===== config.mk =====
export PLATFORM = sky130hd
export DESIGN_NAME = per_cpu_splitmix64_generator_unit
export DESIGN_NICKNAME = d
export VERILOG_FILES = /design/src/rtl/pcsm64_pkg.sv /design/src/rtl/pcsm64_datapath.sv /design/src/rtl/pcsm64_controller.sv /design/src/rtl/per_cpu_splitmix64_generator_unit.sv
export VERILOG_INCLUDE_DIRS = /design/src /design/src/rtl
export SDC_FILE = /design/constraint.sdc
export NUM_CORES = 2
export LEC_CHECK = 0
export BUFFER_PORTS_ARGS = -buffer_cell sky130_fd_sc_hd__buf_2
export CAP_MARGIN = 20
export CELL_PAD_IN_SITES_DETAIL_PLACEMENT = 0
export CELL_PAD_IN_SITES_GLOBAL_PLACEMENT = 2
export CORE_ASPECT_RATIO = 2
export CORE_MARGIN = 2
export CORE_UTILIZATION = 47
export DETAILED_ROUTE_END_ITERATION = 8
export GPL_ROUTABILITY_DRIVEN = 1
export PLACE_DENSITY = 0.81
export SKIP_CTS_REPAIR_TIMING = 1
export SLEW_MARGIN = 20
export SYNTH_ARGS = -nofsm -noshare
export SYNTH_HDL_FRONTEND = slang
export SYNTH_SLANG_ARGS = --single-unit

===== constraint.sdc =====
create_clock -name clk_i -period 10.9 [get_ports clk_i]
set_input_delay 2.18 -clock clk_i [delete_from_list [all_inputs] [get_ports clk_i]]
set_output_delay 2.18 -clock clk_i [all_outputs]
set_load 0.05 [all_outputs]

===== src/rtl/per_cpu_splitmix64_generator_unit_macros.svh =====
// Assertion macros for the per-processor splitmix64 generator.
// Used by the top level only; needs no other file.
`ifndef PER_CPU_SPLITMIX64_GENERATOR_UNIT_MACROS_SVH
`define PER_CPU_SPLITMIX64_GENERATOR_UNIT_MACROS_SVH

// Same-cycle implication, disabled while reset is asserted.
`define PCSM64_ASSERT_NOW(label, clk, rst_n, ante, cons) \
  label: assert property (@(posedge clk) disable iff (!(rst_n)) (ante) |-> (cons)) \
    else $error("pcsm64 same-cycle check failed");

// Next-cycle implication, disabled while reset is asserted.
`define PCSM64_ASSERT_NEXT(label, clk, rst_n, ante, cons) \
  label: assert property (@(posedge clk) disable iff (!(rst_n)) (ante) |=> (cons)) \
    else $error("pcsm64 next-cycle check failed");

`endif


===== src/rtl/pcsm64_pkg.sv =====
// Shared types and constants of the per-processor splitmix64 generator.
// No dependencies; imported by every module of the block.
package pcsm64_pkg;

  localparam int unsigned DEFAULT_PROCESSOR_COUNT = 16;
  localparam int unsigned IN_INDEX_WIDTH = 4;
  localparam int unsigned IN_INDEX_SPAN = 2 ** IN_INDEX_WIDTH;

  localparam logic [63:0] GOLDEN_GAMMA = 64'h9E37_79B9_7F4A_7C15;
  localparam logic [63:0] MIX_MUL_A    = 64'hBF58_476D_1CE4_E5B9;
  localparam logic [63:0] MIX_MUL_B    = 64'h94D0_49BB_1331_11EB;

  // Partial-product phases of the shared 32x32 multiplier.
  localparam logic [1:0] MUL_PH_LL   = 2'd0;
  localparam logic [1:0] MUL_PH_LH   = 2'd1;
  localparam logic [1:0] MUL_PH_HL   = 2'd2;
  localparam logic [1:0] MUL_PH_LAST = 2'd3;

  typedef struct packed {
    logic [IN_INDEX_WIDTH-1:0] processor_index;
    logic [63:0]               counter_sample;
  } req_t;

  typedef struct packed {
    logic [63:0] random_value;
    logic        was_seeded_now;
  } rsp_t;

  typedef struct packed {
    logic       load;
    logic       read;
    logic       advance;
    logic       mul_en;
    logic [1:0] mul_phase;
    logic       mul_pass;
    logic       mix;
    logic       finish;
  } dp_cmd_t;

endpackage


===== src/rtl/pcsm64_datapath.sv =====
// Datapath: per-processor state memory, seeding, step and shared multiplier.
// Depends on pcsm64_pkg; driven by pcsm64_controller commands.
module pcsm64_datapath import pcsm64_pkg::*; #(
  parameter int unsigned ProcessorCount = DEFAULT_PROCESSOR_COUNT
) (
  input  logic    clk_i,
  input  logic    rst_ni,
  input  dp_cmd_t cmd_i,
  input  req_t    req_i,
  output rsp_t    rsp_o
);

  localparam int unsigned IdxW  = (ProcessorCount > 1) ? $clog2(ProcessorCount) : 1;
  localparam int unsigned SeedW = 32 + IdxW + 1;

  // Constant map of the incoming index onto an existing entry.
  logic [IdxW-1:0] idx_map [IN_INDEX_SPAN];
  for (genvar g = 0; g < IN_INDEX_SPAN; g++) begin : g_idx_map
    assign idx_map[g] = IdxW'(g % ProcessorCount);
  end

  logic [IdxW-1:0]  proc_d, proc_q;
  logic [IdxW:0]    proc_plus1;
  logic [SeedW-1:0] seed_lo_d, seed_hi_full;
  logic [SeedW-1:0] seed_lo_q;
  logic [31:0]      seed_hi_q;
  logic [63:0]      counter_q;
  logic [63:0]      seed_q;

  logic [63:0] state_mem_q [ProcessorCount];
  logic [ProcessorCount-1:0] valid_q;
  logic [63:0] rdata_q;
  logic        rd_valid_q;

  logic        keep_state;
  logic [63:0] st_sel, st_new;
  logic        seeded_q;

  logic [63:0] z_q, acc_q, prod_q;
  logic [63:0] mul_k;
  logic [31:0] mul_a, mul_b;
  logic [63:0] mul_p;
  rsp_t        rsp_q;

  assign proc_d       = idx_map[req_i.processor_index];
  assign proc_plus1   = {1'b0, proc_d} + {{IdxW{1'b0}}, 1'b1};
  assign seed_lo_d    = GOLDEN_GAMMA[31:0] * proc_plus1;
  assign seed_hi_full = GOLDEN_GAMMA[63:32] * proc_plus1;

  always_ff @(posedge clk_i) begin
    if (cmd_i.load) begin
      proc_q    <= proc_d;
      counter_q <= req_i.counter_sample;
      seed_lo_q <= seed_lo_d;
      seed_hi_q <= seed_hi_full[31:0];
    end
    if (cmd_i.read) begin
      seed_q  <= 64'(seed_lo_q) + {seed_hi_q, 32'b0};
      rdata_q <= state_mem_q[proc_q];
    end
    if (cmd_i.advance) begin
      state_mem_q[proc_q] <= st_new;
    end
  end

  always_ff @(posedge clk_i or negedge rst_ni) begin
    if (!rst_ni) begin
      valid_q    <= '0;
      rd_valid_q <= 1'b0;
    end else begin
      if (cmd_i.read) begin
        rd_valid_q <= valid_q[proc_q];
      end
      if (cmd_i.advance) begin
        valid_q[proc_q] <= 1'b1;
      end
    end
  end

  // An entry never written reads as invalid, and a zero state also counts as unseeded.
  assign keep_state = rd_valid_q && (rdata_q != 64'd0);
  assign st_sel     = keep_state ? rdata_q : ((counter_q ^ seed_q) | 64'd1);
  assign st_new     = st_sel + GOLDEN_GAMMA;

  // Low 64 bits of z * k from three 32x32 partial products.
  assign mul_k = cmd_i.mul_pass ? MIX_MUL_B : MIX_MUL_A;

  always_comb begin
    case (cmd_i.mul_phase)
      MUL_PH_LL: begin
        mul_a = z_q[31:0];
        mul_b = mul_k[31:0];
      end
      MUL_PH_LH: begin
        mul_a = z_q[31:0];
        mul_b = mul_k[63:32];
      end
      default: begin
        mul_a = z_q[63:32];
        mul_b = mul_k[31:0];
      end
    endcase
  end

  assign mul_p = mul_a * mul_b;

  always_ff @(posedge clk_i) begin
    if (cmd_i.advance) begin
      z_q      <= st_new ^ (st_new >> 30);
      seeded_q <= !keep_state;
    end
    if (cmd_i.mul_en) begin
      prod_q <= mul_p;
      case (cmd_i.mul_phase)
        MUL_PH_LL:   acc_q <= acc_q;
        MUL_PH_LH:   acc_q <= prod_q;
        default:     acc_q <= acc_q + {prod_q[31:0], 32'b0};
      endcase
    end
    if (cmd_i.mix) begin
      z_q <= acc_q ^ (acc_q >> 27);
    end
    if (cmd_i.finish) begin
      rsp_q.random_value   <= acc_q ^ (acc_q >> 31);
      rsp_q.was_seeded_now <= seeded_q;
    end
  end

  assign rsp_o = rsp_q;

endmodule


===== src/rtl/pcsm64_controller.sv =====
// Controller: sequences read, step, two multiplies and the result strobe.
// Depends on pcsm64_pkg; drives pcsm64_datapath through dp_cmd_t.
module pcsm64_controller import pcsm64_pkg::*; (
  input  logic    clk_i,
  input  logic    rst_ni,
  input  logic    start_i,
  output logic    busy_o,
  output logic    done_o,
  output dp_cmd_t cmd_o
);

  typedef enum logic [5:0] {
    ST_IDLE    = 6'b000001,
    ST_READ    = 6'b000010,
    ST_ADVANCE = 6'b000100,
    ST_MULT    = 6'b001000,
    ST_MIX     = 6'b010000,
    ST_FINISH  = 6'b100000
  } state_e;

  state_e     state_d, state_q;
  logic [1:0] phase_d, phase_q;
  logic       pass_d, pass_q;
  logic       done_d, done_q;

  always_comb begin
    state_d = state_q;
    phase_d = phase_q;
    pass_d  = pass_q;
    done_d  = 1'b0;
    cmd_o   = '0;
    cmd_o.mul_phase = phase_q;
    cmd_o.mul_pass  = pass_q;
    unique case (state_q)
      ST_IDLE: begin
        if (start_i) begin
          cmd_o.load = 1'b1;
          phase_d    = MUL_PH_LL;
          pass_d     = 1'b0;
          state_d    = ST_READ;
        end
      end
      ST_READ: begin
        cmd_o.read = 1'b1;
        state_d    = ST_ADVANCE;
      end
      ST_ADVANCE: begin
        cmd_o.advance = 1'b1;
        state_d       = ST_MULT;
      end
      ST_MULT: begin
        cmd_o.mul_en = 1'b1;
        phase_d      = phase_q + 2'd1;
        if (phase_q == MUL_PH_LAST) begin
          state_d = pass_q ? ST_FINISH : ST_MIX;
        end
      end
      ST_MIX: begin
        cmd_o.mix = 1'b1;
        pass_d    = 1'b1;
        phase_d   = MUL_PH_LL;
        state_d   = ST_MULT;
      end
      ST_FINISH: begin
        cmd_o.finish = 1'b1;
        done_d       = 1'b1;
        state_d      = ST_IDLE;
      end
      default: begin
        state_d = ST_IDLE;
      end
    endcase
  end

  always_ff @(posedge clk_i or negedge rst_ni) begin
    if (!rst_ni) begin
      state_q <= ST_IDLE;
      phase_q <= MUL_PH_LL;
      pass_q  <= 1'b0;
      done_q  <= 1'b0;
    end else begin
      state_q <= state_d;
      phase_q <= phase_d;
      pass_q  <= pass_d;
      done_q  <= done_d;
    end
  end

  assign busy_o = (state_q != ST_IDLE);
  assign done_o = done_q;

endmodule


===== src/rtl/per_cpu_splitmix64_generator_unit.sv =====
// Top level of the per-processor splitmix64 generator.
// Depends on pcsm64_pkg, pcsm64_controller, pcsm64_datapath and the macros header.
//
// Usage:
//   A request (processor index, cycle counter sample) is taken at a rising
//   edge where start_i is high and busy_o is low. busy_o then stays high
//   while the draw is computed, and the result appears on result_o for
//   exactly one cycle with result_valid_o high; the receiver must take it
//   then, since it cannot stall the block.
//   The block takes no new request while busy_o is high. A new request can
//   be taken in the cycle the result is shown. The draw is sequenced on the
//   single shared 32x32 multiplier: each 64-bit finalizer multiply is built
//   from three partial products in turn, and there are two, after one memory
//   read and one step.
//   Reset clears all per-processor valid bits at once, so every state reads
//   as unseeded after reset; no clearing pass is needed.
`include "per_cpu_splitmix64_generator_unit_macros.svh"

module per_cpu_splitmix64_generator_unit import pcsm64_pkg::*; #(
  parameter int unsigned ProcessorCount = DEFAULT_PROCESSOR_COUNT
) (
  input  logic clk_i,
  input  logic rst_ni,
  input  logic start_i,
  output logic busy_o,
  input  req_t req_i,
  output logic result_valid_o,
  output rsp_t result_o
);

  dp_cmd_t cmd;

  pcsm64_controller u_ctrl (
    .clk_i   (clk_i),
    .rst_ni  (rst_ni),
    .start_i (start_i),
    .busy_o  (busy_o),
    .done_o  (result_valid_o),
    .cmd_o   (cmd)
  );

  pcsm64_datapath #(
    .ProcessorCount (ProcessorCount)
  ) u_dp (
    .clk_i  (clk_i),
    .rst_ni (rst_ni),
    .cmd_i  (cmd),
    .req_i  (req_i),
    .rsp_o  (result_o)
  );

  `PCSM64_ASSERT_NEXT(a_accept_sets_busy, clk_i, rst_ni, start_i && !busy_o, busy_o)
  `PCSM64_ASSERT_NOW(a_strobe_when_idle, clk_i, rst_ni, result_valid_o, !busy_o)
  `PCSM64_ASSERT_NEXT(a_strobe_one_cycle, clk_i, rst_ni, result_valid_o, !result_valid_o)
  `PCSM64_ASSERT_NOW(a_strobe_after_busy, clk_i, rst_ni, result_valid_o, $past(busy_o))

endmodule

==> impl_summary.log <==
[metrics] cell area after synthesis: between 90000 and 100000 µm²
[metrics] M1 WL: between 100 and 150 mm
[metrics] clock root cell: sky130_fd_sc_hd__clkbuf_16
[metrics] number of maximum-capacitance constraint violations: 0
[metrics] largest net degree at the start of global routing: 123
[metrics] leading post-synthesis cells by cell area: sky130_fd_sc_hd__edfxtp_1 (48%), sky130_fd_sc_hd__fa_1 (17%), sky130_fd_sc_hd__mux4_2 (7.5%)
[metrics] amount of wire on met3 after detailed routing: 16.43 mm
[metrics] Slew @ Worst Pin: approximately 1.3 ns
[metrics] core area: 204900 µm²
[metrics] most common cell after layout, fill and taps aside: sky130_fd_sc_hd__edfxtp_1
[metrics] startpoint kind of the worst setup timing path: flip-flop
[metrics] aggregate global routing overflow: 0
[metrics] critical path class: flip-flop to flip-flop
[metrics] max-slew violation total from the final report: 0
[metrics] placement-stage cell area: just over 100000 µm²
[metrics] DRT antenna net count: 0
[metrics] Num CTS Buffers: 120
[metrics] proportion of layout cells with a drive suffix above 1: 0.1629
[metrics] Pre-Repair DR Iteration Count: 6
[metrics] global-route wire length before repair: between 400 and 500 mm
[metrics] Vert. Die Dim: 646.6 µm
[metrics] PortBufs: ~140
[metrics] portion of the clock cycle consumed by the worst path in the final layout: 0.9677
[metrics] initial antenna violation count: 21
[metrics] per-cell via count in the routed design: roughly 5.8
[metrics] proportion of synthesized flip-flops having asynchronous set or reset: 0.01721
[metrics] Critical Path Max Stage Delay: 0.65 ns
[metrics] die area: 210300 µm²
[metrics] deepest level of the CTS H-tree: 3
[metrics] Max-Slew Margin vs Limit: 0.1435
[metrics] Vias: ~60k
[metrics] top layer used by detailed routing: met5
[metrics] cell type with the highest occurrence count on the critical path: sky130_fd_sc_hd__fa_1
[metrics] total of endpoints with negative setup slack in the final report: 0
[metrics] largest fanout on the critical path: 12
[metrics] Post-Layout Inst Area: 108200 µm²
[metrics] cell type of the slowest stage on the worst timing path: sky130_fd_sc_hd__fa_1
[metrics] clock latency on the worst-skew pair: 0.79 ns
[metrics] total buffers and inverters traversed by the critical path: 10
[metrics] type of destination of the critical path: flip-flop
[metrics] Tot GR Track Use: 0.3338
[metrics] number of warning messages in the yosys log: 0
[metrics] clock slew at the register clock pins of the worst setup and hold paths: 0.09 ns
[metrics] wire length per cell after detailed routing: 33.93 µm
[metrics] post-synthesis instance total: 7010
[metrics] count of unique library cells instantiated by Yosys: 98
[metrics] Synthesized Nets: 8394
[metrics] area fraction of the dominant cell type after synthesis: 0.4772
[metrics] library cell occupying the most area in the post-synthesis netlist: sky130_fd_sc_hd__edfxtp_1
[metrics] DRC errors left: 0
[metrics] area overhead of the layout relative to synthesis: 11.55%
[metrics] outcome: complete, no violations
[metrics] CP Data Required Time: 11.41 ns
[metrics] post-detailed-routing wire length: about 350 mm
[metrics] die span in x: 325.3 µm
[metrics] clock tree from TritonCTS: done
[metrics] final layout net count: 8855
[metrics] RSZ-0062 raised after global routing: false
[metrics] Post-synth EDFFs: roughly 1.5k
[metrics] final design utilization: 0.5281
[metrics] RD Place Congestion: 1.011
[metrics] Max Freq: 0.09480 GHz
[metrics] number of placed I/O pins: ~140
[metrics] number of synthesized register bits: 1569
[metrics] final-report hold violation count: 0
[metrics] starting density of the core: 0.4734
[metrics] highest-count cells in the layout ignoring fill and taps: sky130_fd_sc_hd__edfxtp_1 (1542), sky130_fd_sc_hd__inv_1 (1092), sky130_fd_sc_hd__fa_1 (823)
[metrics] number of global-route vias before repair: 64.15k
[metrics] final hold slack: 0.4168 ns
[metrics] TritonCTS sink count: approximately 1.6k
[metrics] CP arrival: ~11 ns
[metrics] Avg Cell Area, Syn: 13.84 µm²
[metrics] FP Rows: around 240
[metrics] Main synth FF type: sky130_fd_sc_hd__edfxtp_1
[metrics] time the worst path needs with I/O delays and setup: 10.55 ns
[metrics] cell type group with the largest total delay on the critical path: adder cells
[metrics] count of routing violations after the opening detailed-route iteration: between 5k and 6k
[metrics] worst clock skew on the final layout: 0.08424 ns
[metrics] buffer depth of the longest clock path: 3
[metrics] kind of path behind the tightest hold check: flip-flop to flip-flop
[metrics] estimated wirelength of the detail-placed design: 275.8 mm
[metrics] fraction of the yosys area taken by sequential cells: 0.4842
[metrics] detailed-routed wire length on met2: about 190 mm
==> through the flow <==
stage,cells,setup TNS [ns],setup WS (ns)
3_3_place_gp,10071,-0.7128,-0.2815
6_report,10310,0,0.3519
3_5_place_dp,10071,-0.7517,-0.2657
4_1_cts,10296,-1.045,-0.3401
2_1_floorplan,7010,0,0.8912
5_1_grt,10305,0,0.0005906
==> cells in the mapped netlist (32+ instances only) <==
| cell type | number |
|---|---|
| sky130_fd_sc_hd__inv_1 | 1095 |
| sky130_fd_sc_hd__ha_1 | 490 |
| sky130_fd_sc_hd__nand4_1 | 32 |
| sky130_fd_sc_hd__mux2_2 | 42 |
| sky130_fd_sc_hd__clkbuf_1 | 166 |
| sky130_fd_sc_hd__mux4_2 | 325 |
| sky130_fd_sc_hd__a21o_1 | 96 |
| sky130_fd_sc_hd__buf_1 | 32 |
| sky130_fd_sc_hd__nand2_1 | 390 |
| sky130_fd_sc_hd__xnor2_1 | 251 |
| sky130_fd_sc_hd__nor2_1 | 409 |
| sky130_fd_sc_hd__mux2i_1 | 54 |
| sky130_fd_sc_hd__nand3_1 | 72 |
| sky130_fd_sc_hd__and2_1 | 64 |
| sky130_fd_sc_hd__fa_1 | 823 |
| sky130_fd_sc_hd__a31oi_1 | 37 |
| sky130_fd_sc_hd__and3_1 | 49 |
| sky130_fd_sc_hd__a21oi_1 | 199 |
| sky130_fd_sc_hd__nor3_1 | 60 |
| sky130_fd_sc_hd__o21ai_0 | 180 |
| sky130_fd_sc_hd__xor2_1 | 185 |
| sky130_fd_sc_hd__edfxtp_1 | 1542 |
==> registers in the layout (all words and copies together) (netlist names) <==
name / flops
u_dp.proc_q: 4
u_dp.z_q: 64
u_dp.seed_lo_q: 34
u_dp.prod_q: 64
u_ctrl.state_q: 6
u_dp.rdata_q: 64
u_dp.state_mem_q: 1024
u_ctrl.done_o: 1
u_dp.acc_q: 64
u_dp.rsp_o: 65
u_ctrl.phase_q: 2
u_dp.rd_valid_q: 1
u_dp.seed_hi_q: 32
u_dp.seed_q: 63
u_dp.seeded_q: 1
u_dp.counter_q: 63
u_dp.valid_q: 16
u_ctrl.pass_q: 1
==> final timing paths <==
| kind | start | slack, ns | to | cells past startpoint |
|---|---|---|---|---|
| max | u_ctrl.phase_q[1] | 0.35 | u_dp.prod_q[62] | 36 |
| min | u_dp.seed_lo_q[10] | 0.42 | u_dp.seed_q[10] | 0 |
| max reg2reg | u_ctrl.phase_q[1] | 0.35 | u_dp.prod_q[62] | 36 |
| min reg2reg | u_dp.seed_lo_q[10] | 0.42 | u_dp.seed_q[10] | 0 |
| max in group asynchronous | rst_ni | 8.80 | u_ctrl.pass_q | 1 |
| min in group asynchronous | rst_ni | 1.50 | u_dp.rd_valid_q | 1 |
==> per-layer routing <==
layer,vias to the layer above,global-route usage
met3,1058,0.03802
met5,-,0
li1,25276,-
met1,30915,0.3093
met2,2579,0.6229
met4,2,0.3230
==> cells by family (layout without fill, tap and decap cells) <==
kind of cell,Yosys count,after routing,synth area share
compound gates,716,716,0.04690
mux,421,421,0.08588
buf+inv,1317,1881,0.05185
flops,1569,1569,0.4842
simple gates,1235,1235,0.05830
xor+xnor,439,439,0.03986
fa+ha+maj,1313,1313,0.2330
other cells,0,11,0
==> cell type report <==
| type | instances | area [µm²] |
|---|---|---|
| multi-input combinational | 4124 | 45360 |
| clock inverter | 83 | 1074 |
| fill | 17375 | 96700 |
| inverter | 1101 | 4138 |
| timing repair buffer | 555 | 4155 |
| sequential | 1569 | 46980 |
| tap | 2725 | 3410 |
| clock buffer | 142 | 3085 |
| antenna | 11 | 27.53 |
Power is not shown: default switching activity piles up to over one toggle a cycle in this logic, so the estimate is an artifact.
